File: config.mk
export PLATFORM = sky130hd
export DESIGN_NAME = http_request_stream_parser_top
export DESIGN_NICKNAME = d
export VERILOG_FILES = /design/src/design/hrsp_pkg.sv /design/src/design/hrsp_front.sv /design/src/design/hrsp_back.sv /design/src/design/http_request_stream_parser_top.sv
export SDC_FILE = /design/constraint.sdc
export NUM_CORES = 1
export LEC_CHECK = 0
export ABC_CLOCK_PERIOD_IN_PS = 14450
export BUFFER_PORTS_ARGS = -buffer_cell sky130_fd_sc_hd__buf_4
export CAP_MARGIN = 20
export CORE_MARGIN = 10
export CORE_UTILIZATION = 25
export CTS_BUF_LIST = sky130_fd_sc_hd__clkbuf_4
export DETAILED_ROUTE_END_ITERATION = 10
export GPL_ROUTABILITY_DRIVEN = 0
export PLACE_DENSITY = 0.4
export SLEW_MARGIN = 20
export SYNTH_ARGS = -nofsm -noshare
export SYNTH_HDL_FRONTEND = slang
export SYNTH_SLANG_ARGS = --single-unit
File: constraint.sdc
create_clock -name clk -period 14.45 [get_ports clk]
set_input_delay 3.6125 -clock clk [delete_from_list [all_inputs] [get_ports clk]]
set_output_delay 3.6125 -clock clk [all_outputs]
set_load 0.05 [all_outputs]
File: src/design/hrsp_pkg.sv
// Shared types, constants and pattern tables for the request stream parser.
package hrsp_pkg;

	localparam int MaxRequestBytesDef = 2048;
	localparam int MaxBodyLengthDef   = 1048575;

	localparam logic [1:0] EV_URL  = 2'd0;
	localparam logic [1:0] EV_BODY = 2'd1;
	localparam logic [1:0] EV_DONE = 2'd2;
	localparam logic [1:0] EV_BAD  = 2'd3;

	typedef struct packed {
		logic       new_connection;
		logic [7:0] data_byte;
	} in_item_t;

	typedef struct packed {
		logic [1:0]  event_kind;
		logic [7:0]  payload_byte;
		logic        is_post;
		logic        keep_alive;
		logic [19:0] body_length;
	} out_item_t;

	// Byte queued between front and back: byte plus its line-end and blank class and lower-case form.
	typedef struct packed {
		logic       new_conn;
		logic [7:0] data;
		logic       is_cr;
		logic       is_lf;
		logic       is_blank;
		logic [7:0] low;
	} cls_item_t;

	function automatic logic [7:0] pat_get(input logic [3:0] i);
		case (i)
			4'd0: pat_get = "g";
			4'd1: pat_get = "e";
			4'd2: pat_get = "t";
			default: pat_get = 8'h00;
		endcase
	endfunction

	function automatic logic [7:0] pat_post(input logic [3:0] i);
		case (i)
			4'd0: pat_post = "p";
			4'd1: pat_post = "o";
			4'd2: pat_post = "s";
			4'd3: pat_post = "t";
			default: pat_post = 8'h00;
		endcase
	endfunction

	function automatic logic [7:0] pat_ver(input logic [3:0] i);
		case (i)
			4'd0: pat_ver = "h";
			4'd1: pat_ver = "t";
			4'd2: pat_ver = "t";
			4'd3: pat_ver = "p";
			4'd4: pat_ver = "/";
			4'd5: pat_ver = "1";
			4'd6: pat_ver = ".";
			4'd7: pat_ver = "1";
			default: pat_ver = 8'h00;
		endcase
	endfunction

	function automatic logic [7:0] pat_scheme(input logic [3:0] i);
		case (i)
			4'd0: pat_scheme = "h";
			4'd1: pat_scheme = "t";
			4'd2: pat_scheme = "t";
			4'd3: pat_scheme = "p";
			4'd4: pat_scheme = "s";
			4'd5: pat_scheme = ":";
			4'd6: pat_scheme = "/";
			4'd7: pat_scheme = "/";
			default: pat_scheme = 8'h00;
		endcase
	endfunction

	function automatic logic [7:0] pat_conn(input logic [3:0] i);
		case (i)
			4'd0: pat_conn = "c";
			4'd1: pat_conn = "o";
			4'd2: pat_conn = "n";
			4'd3: pat_conn = "n";
			4'd4: pat_conn = "e";
			4'd5: pat_conn = "c";
			4'd6: pat_conn = "t";
			4'd7: pat_conn = "i";
			4'd8: pat_conn = "o";
			4'd9: pat_conn = "n";
			4'd10: pat_conn = ":";
			default: pat_conn = 8'h00;
		endcase
	endfunction

	function automatic logic [7:0] pat_clen(input logic [3:0] i);
		case (i)
			4'd0: pat_clen = "c";
			4'd1: pat_clen = "o";
			4'd2: pat_clen = "n";
			4'd3: pat_clen = "t";
			4'd4: pat_clen = "e";
			4'd5: pat_clen = "n";
			4'd6: pat_clen = "t";
			4'd7: pat_clen = "-";
			4'd8: pat_clen = "l";
			4'd9: pat_clen = "e";
			4'd10: pat_clen = "n";
			4'd11: pat_clen = "g";
			4'd12: pat_clen = "t";
			4'd13: pat_clen = "h";
			4'd14: pat_clen = ":";
			default: pat_clen = 8'h00;
		endcase
	endfunction

	function automatic logic [7:0] pat_keep(input logic [3:0] i);
		case (i)
			4'd0: pat_keep = "k";
			4'd1: pat_keep = "e";
			4'd2: pat_keep = "e";
			4'd3: pat_keep = "p";
			4'd4: pat_keep = "-";
			4'd5: pat_keep = "a";
			4'd6: pat_keep = "l";
			4'd7: pat_keep = "i";
			4'd8: pat_keep = "v";
			4'd9: pat_keep = "e";
			default: pat_keep = 8'h00;
		endcase
	endfunction

endpackage

File: src/design/hrsp_front.sv
// Front stage: accepts request bytes, classifies them and fills a two-entry queue.
module hrsp_front
	import hrsp_pkg::*;
(
	input  logic      clk,
	input  logic      arst_n,
	input  logic      in_valid,
	output logic      in_stall,
	input  in_item_t  in_data,
	output logic      q_valid,
	input  logic      q_pop,
	output cls_item_t q_data
);

	cls_item_t ent_q [2];
	logic      rd_q, wr_q;
	logic [1:0] cnt_q;
	cls_item_t cls;
	logic      push;

	always_comb begin
		cls.new_conn = in_data.new_connection;
		cls.data     = in_data.data_byte;
		cls.is_cr    = in_data.data_byte == 8'h0D;
		cls.is_lf    = in_data.data_byte == 8'h0A;
		cls.is_blank = in_data.data_byte == 8'h20 || in_data.data_byte == 8'h09;
		cls.low      = (in_data.data_byte >= "A" && in_data.data_byte <= "Z")
			? in_data.data_byte + 8'd32 : in_data.data_byte;
	end

	assign in_stall = cnt_q == 2'd2;
	assign push     = in_valid && !in_stall;
	assign q_valid  = cnt_q != 2'd0;
	assign q_data   = ent_q[rd_q];

	always_ff @(posedge clk) begin
		if (push) ent_q[wr_q] <= cls;
	end

	always_ff @(posedge clk or negedge arst_n) begin
		if (!arst_n) begin
			rd_q  <= 1'b0;
			wr_q  <= 1'b0;
			cnt_q <= 2'd0;
		end else begin
			if (push) wr_q <= !wr_q;
			if (q_pop) rd_q <= !rd_q;
			cnt_q <= cnt_q + {1'b0, push} - {1'b0, q_pop};
		end
	end

	a_no_underflow: assert property (@(posedge clk) disable iff (!arst_n)
		q_pop |-> q_valid) else $error("pop from empty queue");
	a_cnt_range: assert property (@(posedge clk) disable iff (!arst_n)
		cnt_q != 2'd3) else $error("queue count out of range");
	a_full_stalls: assert property (@(posedge clk) disable iff (!arst_n)
		cnt_q == 2'd2 |-> in_stall) else $error("full queue not stalling");

endmodule

File: src/design/hrsp_back.sv
// Back stage: request parsing state machine with an output register.
module hrsp_back
	import hrsp_pkg::*;
#(
	parameter int MAX_REQUEST_BYTES = MaxRequestBytesDef,
	parameter int MAX_BODY_LENGTH   = MaxBodyLengthDef
) (
	input  logic      clk,
	input  logic      arst_n,
	input  logic      q_valid,
	output logic      q_pop,
	input  cls_item_t q_data,
	output logic      out_valid,
	input  logic      out_stall,
	output out_item_t out_data
);

	localparam int CW = $clog2(MAX_REQUEST_BYTES + 1);
	localparam logic [2:0] PH_LINE = 3'd0;
	localparam logic [2:0] PH_HEAD = 3'd1;
	localparam logic [2:0] PH_BODY = 3'd2;
	localparam logic [2:0] PH_FIN  = 3'd3;
	localparam logic [19:0] MaxLen = 20'(MAX_BODY_LENGTH > 1048575 ? 1048575 : MAX_BODY_LENGTH);

	logic [2:0]  ph_q, tp_q;
	logic [3:0]  mp_q;
	logic [1:0]  hk_q;
	logic        cr_q, post_q, ka_q;
	logic [19:0] clen_q, rem_q;
	logic [CW-1:0] cnt_q;

	logic [2:0]  ph, tp;
	logic [3:0]  mp;
	logic [1:0]  hk;
	logic        cr, post, ka;
	logic [19:0] clen, rem;
	logic [CW-1:0] cnt;
	logic        emit;
	logic [1:0]  kind;
	logic [7:0]  pay;
	logic [7:0]  b, lb;
	logic        bl;
	logic [3:0]  mlen;
	logic [7:0]  mpat;
	logic [23:0] prod;
	logic [3:0]  hlen;
	logic [7:0]  hpat;

	logic out_valid_q;
	out_item_t out_q;

	assign q_pop     = q_valid && (!out_valid_q || !out_stall);
	assign out_valid = out_valid_q;
	assign out_data  = out_q;

	always_comb begin
		b  = q_data.data;
		lb = q_data.low;
		bl = q_data.is_blank;
		ph = ph_q; tp = tp_q; mp = mp_q; hk = hk_q; cr = cr_q;
		post = post_q; ka = ka_q; clen = clen_q; rem = rem_q; cnt = cnt_q;
		emit = 1'b0; kind = EV_BAD; pay = 8'h00;
		mlen = 4'd0; mpat = 8'h00; prod = 24'd0; hlen = 4'd0; hpat = 8'h00;
		if (q_data.new_conn) begin
			ph = PH_LINE; tp = 3'd0; mp = 4'd0; hk = 2'd0; cr = 1'b0;
			post = 1'b0; ka = 1'b0; clen = 20'd0; rem = 20'd0; cnt = '0;
		end
		mlen = post ? 4'd4 : 4'd3;
		mpat = post ? pat_post(mp) : pat_get(mp);
		if (ph == PH_FIN) begin
			// drop bytes until a new connection
		end else if (cnt >= CW'(MAX_REQUEST_BYTES)) begin
			ph = PH_FIN; emit = 1'b1; kind = EV_BAD;
		end else begin
			cnt = cnt + 1'b1;
			if (ph == PH_BODY) begin
				if (rem != 20'd0) rem = rem - 20'd1;
				emit = 1'b1; pay = b;
				if (rem == 20'd0) begin
					ph = PH_FIN; kind = EV_DONE;
				end else kind = EV_BODY;
			end else if (cr) begin
				cr = 1'b0;
				if (!q_data.is_lf) begin
					ph = PH_FIN; emit = 1'b1; kind = EV_BAD;
				end else if (ph == PH_LINE) begin
					if (tp != 3'd6 || mp != 4'd8) begin
						ph = PH_FIN; emit = 1'b1; kind = EV_BAD;
					end else begin
						ph = PH_HEAD; tp = 3'd0; mp = 4'd0; hk = 2'd0;
					end
				end else if (tp == 3'd0 && mp == 4'd0 && hk == 2'd0) begin
					if (clen == 20'd0) begin
						ph = PH_FIN; emit = 1'b1; kind = EV_DONE;
					end else begin
						rem = clen; ph = PH_BODY;
					end
				end else begin
					if (hk == 2'd1 && tp == 3'd2 && mp == 4'd10) ka = 1'b1;
					tp = 3'd0; mp = 4'd0; hk = 2'd0;
				end
			end else if (q_data.is_cr) begin
				cr = 1'b1;
			end else if (q_data.is_lf) begin
				ph = PH_FIN; emit = 1'b1; kind = EV_BAD;
			end else if (ph == PH_LINE) begin
				case (tp)
					3'd0: begin
						if (bl) begin
							if (mp == 4'd0 || mp != mlen) begin
								ph = PH_FIN; emit = 1'b1;
							end else tp = 3'd1;
						end else if (mp == 4'd0) begin
							if (lb == "g") begin post = 1'b0; mp = 4'd1; end
							else if (lb == "p") begin post = 1'b1; mp = 4'd1; end
							else begin ph = PH_FIN; emit = 1'b1; end
						end else if (mp >= mlen || lb != mpat) begin
							ph = PH_FIN; emit = 1'b1;
						end else mp = mp + 4'd1;
					end
					3'd1: begin
						if (bl) begin
						end else if (b == "/") begin
							tp = 3'd4; emit = 1'b1; kind = EV_URL; pay = b;
						end else if (lb == "h") begin
							tp = 3'd2; mp = 4'd1;
						end else begin ph = PH_FIN; emit = 1'b1; end
					end
					3'd2: begin
						if (mp == 4'd4) begin
							if (lb == "s") mp = 4'd5;
							else if (b == ":") mp = 4'd6;
							else begin ph = PH_FIN; emit = 1'b1; end
						end else if (mp >= 4'd8 || lb != pat_scheme(mp)) begin
							ph = PH_FIN; emit = 1'b1;
						end else begin
							mp = mp + 4'd1;
							if (mp == 4'd8) tp = 3'd3;
						end
					end
					3'd3: begin
						if (b == "/") begin
							tp = 3'd4; emit = 1'b1; kind = EV_URL; pay = b;
						end else if (bl) begin ph = PH_FIN; emit = 1'b1; end
					end
					3'd4: begin
						if (bl) begin tp = 3'd5; mp = 4'd0; end
						else begin emit = 1'b1; kind = EV_URL; pay = b; end
					end
					default: begin
						if (tp == 3'd5 && bl) begin
						end else begin
							if (tp == 3'd5) begin tp = 3'd6; mp = 4'd0; end
							if (mp >= 4'd8 || lb != pat_ver(mp)) begin
								ph = PH_FIN; emit = 1'b1;
							end else mp = mp + 4'd1;
						end
					end
				endcase
			end else begin
				hlen = hk == 2'd1 ? 4'd11 : 4'd15;
				hpat = hk == 2'd1 ? pat_conn(mp) : pat_clen(mp);
				prod = {4'd0, clen} * 24'd10 + {16'd0, b - 8'h30};
				if (tp == 3'd0) begin
					if (mp < 4'd3) begin
						if (lb != pat_conn(mp)) tp = 3'd3;
						else mp = mp + 4'd1;
					end else if (mp == 4'd3 && hk == 2'd0) begin
						if (lb == "n") begin hk = 2'd1; mp = 4'd4; end
						else if (lb == "t") begin hk = 2'd2; mp = 4'd4; end
						else tp = 3'd3;
					end else if (mp >= hlen || lb != hpat) begin
						tp = 3'd3;
					end else begin
						mp = mp + 4'd1;
						if (mp == hlen) begin
							tp = 3'd1; mp = 4'd0;
							if (hk == 2'd2) clen = 20'd0;
						end
					end
				end else if (tp == 3'd3) begin
				end else if (hk == 2'd1) begin
					if (tp == 3'd1 && bl) begin
					end else begin
						tp = 3'd2;
						if (mp >= 4'd10 || lb != pat_keep(mp)) tp = 3'd3;
						else mp = mp + 4'd1;
					end
				end else if (b >= "0" && b <= "9") begin
					if (tp == 3'd1) prod = {16'd0, b - 8'h30};
					clen = prod > {4'd0, MaxLen} ? MaxLen : prod[19:0];
					tp = 3'd2;
				end else if (tp == 3'd1 && (bl || b == 8'd11 || b == 8'd12)) begin
				end else if (tp == 3'd1 && b == "+") begin
					tp = 3'd2;
				end else tp = 3'd3;
			end
		end
	end

	always_ff @(posedge clk) begin
		if (q_pop && emit) begin
			out_q.event_kind   <= kind;
			out_q.payload_byte <= pay;
			out_q.is_post      <= post;
			out_q.keep_alive   <= ka;
			out_q.body_length  <= clen;
		end
	end

	always_ff @(posedge clk or negedge arst_n) begin
		if (!arst_n) begin
			ph_q <= PH_LINE; tp_q <= 3'd0; mp_q <= 4'd0; hk_q <= 2'd0; cr_q <= 1'b0;
			post_q <= 1'b0; ka_q <= 1'b0; clen_q <= 20'd0; rem_q <= 20'd0;
			cnt_q <= '0; out_valid_q <= 1'b0;
		end else begin
			if (q_pop) begin
				ph_q <= ph; tp_q <= tp; mp_q <= mp; hk_q <= hk; cr_q <= cr;
				post_q <= post; ka_q <= ka; clen_q <= clen; rem_q <= rem; cnt_q <= cnt;
			end
			if (q_pop) out_valid_q <= emit;
			else if (!out_stall) out_valid_q <= 1'b0;
		end
	end

	a_hold_out: assert property (@(posedge clk) disable iff (!arst_n)
		out_valid && out_stall |=> out_valid && $stable(out_data))
		else $error("stalled result lost");
	a_body_rem: assert property (@(posedge clk) disable iff (!arst_n)
		ph_q == PH_BODY |-> rem_q != 20'd0) else $error("body with nothing left");
	a_cnt_lim: assert property (@(posedge clk) disable iff (!arst_n)
		cnt_q <= CW'(MAX_REQUEST_BYTES)) else $error("byte count past limit");

endmodule

File: src/design/http_request_stream_parser_top.sv
// Top level of the HTTP/1.1 request stream parser.
//  channel | valid     | stall     | payload
//  input   | in_valid  | in_stall  | in_data  (in_item_t)
//  output  | out_valid | out_stall | out_data (out_item_t)
// One byte per cycle sustained while out_stall is low; a byte passes the front queue, then the back output register.
// The front holds bytes in a two-entry queue; the back state machine takes one per cycle unless stalled.
// A result waits in the output register; the back stalls only when it is full and stalled.
// Reset returns the parser to the request-line state with all counts cleared.
module http_request_stream_parser_top
	import hrsp_pkg::*;
#(
	parameter int MAX_REQUEST_BYTES = MaxRequestBytesDef,
	parameter int MAX_BODY_LENGTH   = MaxBodyLengthDef
) (
	input  logic      clk,
	input  logic      arst_n,
	input  logic      in_valid,
	output logic      in_stall,
	input  in_item_t  in_data,
	output logic      out_valid,
	input  logic      out_stall,
	output out_item_t out_data
);

	logic      q_valid, q_pop;
	cls_item_t q_data;

	hrsp_front u_front (
		.clk(clk), .arst_n(arst_n), .in_valid(in_valid), .in_stall(in_stall),
		.in_data(in_data), .q_valid(q_valid), .q_pop(q_pop), .q_data(q_data)
	);

	hrsp_back #(
		.MAX_REQUEST_BYTES(MAX_REQUEST_BYTES), .MAX_BODY_LENGTH(MAX_BODY_LENGTH)
	) u_back (
		.clk(clk), .arst_n(arst_n), .q_valid(q_valid), .q_pop(q_pop), .q_data(q_data),
		.out_valid(out_valid), .out_stall(out_stall), .out_data(out_data)
	);

endmodule
After elaboration in Yosys (flattened, before gate mapping)
Memories as Yosys holds them, arrays and structs flattened.
Index checks and enable logic that the tools add are counted.
Storage, ports and cells
  bits in registers: 104
  memories kept: 7
  output and inout bits: 34
  RAM bits: 40
  ROM bits: 544
  bits of input ports: 13
  logic and storage cells: 462
Operators by class
  multipliers: 1
  add/subtract/negate cells: 9
  $lt $le $gt $ge: 12
  muxes and demuxes: 332
  eq/ne operators: 42
  reductions and logical operators: 40
Memory list
  (name not given): depth 16, width 7, read ports 1, clocked after memory_dff 0, write ports 0, RTL line hrsp_pkg.sv:83  | case (i)
  (name not given): depth 16, width 7, read ports 1, clocked after memory_dff 0, write ports 0, RTL line hrsp_pkg.sv:100  | case (i)
  (name not given): depth 16, width 7, read ports 1, clocked after memory_dff 0, write ports 0, RTL line hrsp_pkg.sv:83
  (name not given): depth 16, width 7, read ports 1, clocked after memory_dff 0, write ports 0, RTL line hrsp_pkg.sv:121  | case (i)
  (name not given): depth 8, width 6, read ports 1, clocked after memory_dff 0, write ports 0, RTL line hrsp_pkg.sv:69  | case (i)
  (name not given): depth 8, width 6, read ports 1, clocked after memory_dff 0, write ports 0, RTL line hrsp_pkg.sv:55  | case (i)
  1 more memories
Operators with widths (count)
  $mux 20: 31
  $mux 8: 64
  $mux 24: 12
  $mux 3: 68
  $mux 4: 49
  $mux 1: 66
  $mux 2: 30
  $eq 8x7->1 const B: 6
  $ne 8x8->1: 6
  $eq 8x4->1 const B: 5
  $logic_not 20->1: 2
  $mux 12: 3
  $eq 8x6->1 const B: 4
  $pmux 3 s5: 2
  $pmux 7 s4: 1
  $add 24x8->24: 1
  $gt 24x20->1 const B: 1
  $pmux 8 s3: 1
  $mul 20x3->23 const B: 1
  $pmux 7 s3: 1
  $pmux 4 s5: 1
  $reduce_bool 20->1: 1
  $sub 20x1->20 const B: 1
  $logic_and 1x1->1: 14
  other kinds (39): 65

Longest topological paths before layout
An unclocked memory read counts as a cell.
  word-level depth: 37
  depth in mapped cells: 28
  mapped depth without buffers: 18

By module
Synthesis repeated with hierarchy kept, for this count alone.
Unflattened totals
  cell total of the unflattened synthesis: 1618
  area, all modules: 12918.6 um^2
By module, submodules not included
  hrsp_back: area each 11414.7 um^2, instances 1, cells an instance 1526, seq. area each 2662.6 um^2
  hrsp_front: area each 1503.9 um^2, instances 1, cells an instance 92, seq. area each 1001.0 um^2

Least setup slack after synthesis
Ideal clock, no wire load.
  path kind: flip-flop to flip-flop
  from: reg u_front.rd_q
  to: reg u_back.out_q (netlist bit u_back.out_data[1]), data pin
  buffers on the path: 9
  library setup time: 264 ps
  path slack: 8207 ps
  clock period less this slack: 6243 ps
  stages on the path, launching flop included: 27
  required time: 14186 ps
  data arrival time: 5978 ps
  path through: dfrtp_1 -> buf_4 -> mux2_4 -> clkbuf_1 -> clkbuf_1 -> clkbuf_1 -> buf_1 -> clkbuf_1 -> clkbuf_1 -> buf_1 -> nor2_1 -> ha_1 -> a21o_1 -> a21oi_1 -> xnor2_1 -> ha_1 -> o21ai_0 -> nand2b_1 -> o21a_1 -> o31ai_1 -> nor4_2 -> nand4_1 -> nor4b_2 -> o21ai_1 -> buf_2 -> o32ai_1 -> nor2_1
Between the ends
  cells in the longest elaborated chain, start to end: 29
  elaborated cells between the ends (all ways): 80
  those cells by class: add/sub: 3; mul: 1; order compare: 6; eq/ne: 9; mux: 52; reduce/logical: 6; memory: 3
RTL lines
  start, declared: RTL line hrsp_front.sv:16  | logic rd_q, wr_q;
  start signal, assigned: RTL line hrsp_front.sv:47  | if (q_pop) rd_q <= !rd_q;
  $mem_v2 2x20 *
  $mux 20: RTL line hrsp_back.sv:64  | if (q_data.new_conn) begin
  $mul 20x3->23: RTL line hrsp_back.sv:163  | prod = {4'd0, clen} * 24'd10 + {16'd0, b - 8'h30};
  $add 24x8->24: RTL line hrsp_back.sv:163
  $mux 24: RTL line hrsp_back.sv:190  | if (tp == 3'd1) prod = {16'd0, b - 8'h30};
  $mux 24: RTL line hrsp_back.sv:189  | end else if (b >= "0" && b <= "9") begin
  $mux 24: RTL line hrsp_back.sv:182  | end else if (hk == 2'd1) begin
  $mux 24: RTL line hrsp_back.sv:181  | end else if (tp == 3'd3) begin
  [14 not listed]
  $mux 20: RTL line hrsp_back.sv:106  | end else if (ph == PH_LINE) begin
  $mux 20: RTL line hrsp_back.sv:104  | end else if (q_data.is_lf) begin
  $mux 20: RTL line hrsp_back.sv:102  | end else if (q_data.is_cr) begin
  $mux 20: RTL line hrsp_back.sv:82  | end else if (cr) begin
  $mux 20: RTL line hrsp_back.sv:76  | if (ph == PH_BODY) begin
  $mux 20: RTL line hrsp_back.sv:72  | end else if (cnt >= CW'(MAX_REQUEST_BYTES)) begin
  $mux 20 *: RTL line hrsp_back.sv:70  | if (ph == PH_FIN) begin
  net u_back.clen[1]: RTL line hrsp_back.sv:36  | logic [19:0] clen, rem;
  end, declared: RTL line hrsp_back.sv:50  | out_item_t out_q;
Mark *: on every way through the listed nets, which the timed path passes. The rest lies on a longest branch. The select of a mux whose other input is x is not followed.
A chain may end at the register's enable or synchronous reset.

Worst setup path after layout
Ends and elaborated chain as after synthesis.

==> summary.md <==
| Metric | Value |
|---|---|
| Final Hold Fails | `0` |
| Pwr/cell area | `194.6 nW/um2` |
| Clock power share | `11.4%` |
| Core ar. | `slightly below 50000 um2` |
| CTS hold repair buffers | `0` |
| Share of power burned in registers | `23.4%` |
| Die X | `242.7 um` |
| Initial antenna violation count | `2` |
| Remaining global-route overflow | `0` |
| Int Power | `1176 uW` |
| Startpoint of the worst hold path | `u_back.cnt_q[4]` |
| Layout cells sized above 1 | `about a tenth` |
| Initial DRC Count | `about 1000` |
| Async SR Flop Fraction | `53.73%` |
| CTS tree | `done` |
| Wire per inst | `22.81 um` |
| Total die area | `58910 um2` |
| Num rows | `a little over 80` |
| GRT Resource Usage Total | `16.99%` |
| Largest net degree at the start of global routing | `71` |
| Critical Path Start | `u_front.rd_q` |
| Final Setup Violations | `0` |
| Sequential area share after synthesis | `29.55%` |
| Switching Share | `56.13%` |
| # IOs | `47` |
| TritonCTS Buffers | `17` |
| Critical path type | `flop to flop` |
| Post-DP HPWL | `38280 um` |
| Layout Nets | `about 1600` |
| Setup_tns | `0 ns` |
| Yosys reg bits | `134` |
| Starting Density | `25.33%` |
| Status | `completed` |
| Worst path slowest cell | `mux2i_4` |
| Worst-Skew Late Latency | `0.77 ns` |
| Crit-path max cell delay | `0.65 ns` |
| Ys flop type | `dfrtp_1` |
| Ys Warns | `0` |
| Layout fillers | `5301` |
| Syn nets | `1646` |
| Post-Route WL | `51430 um` |
| Cell taking the most area after synthesis | `edfxtp_1` |
| Root buffer cell | `clkbuf_4` |
| Clock Pin Slew Worst Setup and Hold Paths | `roughly 0.14 ns` |
| Clk buf depth | `2` |
| Min cycle time layout | `6.828 ns` |
| Final hold slack | `~0.49 ns` |
| FMAX | `146.5 MHz` |
| Vias per cell | `5.613` |
| Net Switching | `1504 uW` |
| Power Total | `2680 uW` |
| Synth top area cells | `edfxtp_1, dfrtp_1, nand2_1` |
| Worst Tran Pin Value | `1.043 ns` |
| Count of different cell masters after synthesis | `85` |
| Lkg Pwr | `0.005334 uW` |
| Worst slew margin | `30.49%` |
| DRC viols | `0` |
| Via total after detailed routing | `12660` |
| CTS H-Tree Depth | `4` |
| Worst vdd ir | `0.00006800 V` |
| Cells after synthesis | `~1600` |
| First-pass GRT wire length | `77270 um` |
| Required @ worst endpoint | `approximately 15 ns` |
| Max Cap Violations | `0` |
| Post-synth EDFFs | `62` |
| CP cell instances | `buf_4 > mux2i_4 > buf_4 > nand2_1 > inv_1 > ha_1 > inv_1 > ha_1 > nor3_1 > or3_1 > a211oi_1 > a2111o_1 > nor4_2 > o21ai_1 > a21o_1 > o32ai_1 > nor2_1` |
| Comb pwr share | `65.2%` |
| ANT nets after route | `0` |
| CP Launch Type | `flop` |
| RSZ-0062 raised after global routing | `no` |
| Area grow syn2layout | `11.10%` |
| Setup Skew | `0.04437 ns` |
| Max Slew Vio Count | `0` |
| Mapped Area | `12400 um2` |
| Hold WC Path Type | `flop to flop` |
| Vias in the first global route | `11920` |
| Post-synthesis average cell area | `about 7.9 um2` |
| DR pass1 iterations | `6` |
| R2R Path Start | `u_front.rd_q` |
| IO Port Bufs | `46` |
| Crit end category | `flop` |
| Arr. time, crit path | `approximately 7.3 ns` |
| Final critical-path share of the clock period | `a little under half` |
| Clk sinks | `134` |
| Worst-path fanout max | `33` |
| Die H | `242.7 um` |
| Post-CTS Resized | `0` |
| Post-CTS setup buffer count | `0` |
| Top cell type's share of synthesized area | `~15%` |
## cell usage in the layout (no fill, tap or decap), drive strengths merged, types with 25 or more instances in the layout
cell type / count
o31ai: 25
xnor2: 57
or3: 26
nand2: 196
a31oi: 25
nand4: 26
nor4: 26
nor3: 53
o21ai: 121
and3: 27
buf: 75
a21oi: 97
edfxtp: 62
nand3: 46
inv: 48
dfrtp: 72
ha: 57
nor2: 143
## metrics by stage
stage | instance area [um2] | instances | util (%) | setup WS, ns
2_1_floorplan | 12400 | 1574 | - | 8.207
3_3_place_gp | 13450 | 2220 | 27.48 | 7.810
3_5_place_dp | 13460 | 2220 | 27.49 | 7.769
4_1_cts | 13770 | 2252 | 28.13 | 7.773
5_1_grt | 13770 | 2254 | 28.14 | 7.220
6_report | 13780 | 2255 | 28.14 | 7.622
## kinds of logic (layout without fill, tap and decap cells)
| kind of cell | count (synthesis) | in the layout | synth area share (%) |
|---|---|---|---|
| XOR/XNOR | 79 | 79 | 5.580 |
| AO/OA/AOI/OAI | 479 | 479 | 25.52 |
| adder cells (fa/ha/maj) | 60 | 60 | 6.155 |
| buffers and inverters | 141 | 155 | 4.450 |
| other | 0 | 3 | 0 |
| multiplexers | 33 | 33 | 2.896 |
| AND/OR/NAND/NOR | 648 | 648 | 25.85 |
| flip-flops | 134 | 134 | 29.55 |
## path summary, 6_finish.rpt
path / slack (ns) / cells past startpoint / end
worst max-delay path: 7.62 / 17 / u_back.out_data[1]
worst min-delay path: 0.49 / 1 / u_back.cnt_q[4]
worst max register to register: 7.62 / 17 / u_back.out_data[1]
worst min register to register: 0.49 / 1 / u_back.cnt_q[4]
max in group asynchronous: 10.64 / 2 / u_back.clen_q[8]
min in group asynchronous: 2.81 / 1 / u_back.rem_q[11]
## sequential cells by signal (all words and copies together), names as in the netlist
register,flops
u_back.out_data,32
u_back.tp_q,3
u_back.ka_q,1
u_front.wr_q,1
u_front.rd_q,1
u_front.cnt_q,2
u_back.hk_q,2
u_back.cr_q,1
u_back.rem_q,20
u_back.out_valid,1
u_back.cnt_q,12
u_back.post_q,1
u_back.clen_q,20
u_front.ent_q,30
u_back.ph_q,3
u_back.mp_q,4
## metal layers
layer	wire [um]	track usage (%)	vias to the layer above	share of wire, %
met5	0	0	-	0
met1	22740	21.70	6226	44
met3	2897	3.481	73	5.6
li1	-	-	5903	-
met2	24690	28.36	456	48
met4	1091	4.926	0	2.1
## power by group through the flow
stage | combinational, uW | sequential, uW | clock (uW)
2_1_floorplan | 1040 | 753 | 0
6_report | 1750 | 627 | 305
3_5_place_dp | 1740 | 637 | 0
4_1_cts | 1750 | 629 | 320
3_3_place_gp | 1750 | 641 | 0
5_1_grt | 1890 | 642 | 331
## area by class of cell
| class | instances | area [um2] | share of cell area, % |
|---|---|---|---|
| inverters | 48 | 180.2 | 1.308 |
| clock buffers | 18 | 135.1 | 0.9809 |
| flip-flops and latches | 134 | 3664 | 26.59 |
| diodes | 3 | 7.507 | 0.05450 |
| clock inverters | 14 | 175.2 | 1.272 |
| multi-input cells | 1299 | 8220 | 59.67 |
| repair buffers | 75 | 563.0 | 4.087 |
| well taps | 664 | 830.8 | 6.031 |
## cell usage after synthesis, types with 19 or more instances
cell type / number
or3_1: 26
nand3_1: 46
dfrtp_1: 72
o21ai_0: 98
a21oi_1: 97
edfxtp_1: 62
xnor2_1: 57
o211ai_1: 19
o21ai_1: 23
a31oi_1: 25
and3_1: 27
a21o_1: 24
nor2_1: 143
nand4_1: 26
nor4_1: 23
mux2i_1: 22
nand2_1: 196
xor2_1: 22
inv_1: 42
ha_1: 57
clkbuf_1: 74
o31ai_1: 25
nor3_1: 53
## critical path: cells and delay by family (launching register included)
| kind | cells | cell delay (ns) |
|---|---|---|
| AND/OR/NAND/NOR | 5 | 1.81 |
| multiplexers | 1 | 0.65 |
| buffers and inverters | 4 | 1.43 |
| adder cells (fa/ha/maj) | 2 | 0.78 |
| AO/OA/AOI/OAI | 5 | 1.50 |
| flip-flops | 1 | 0.35 |
No activity file was read; power rests on OpenSTA's default activity.
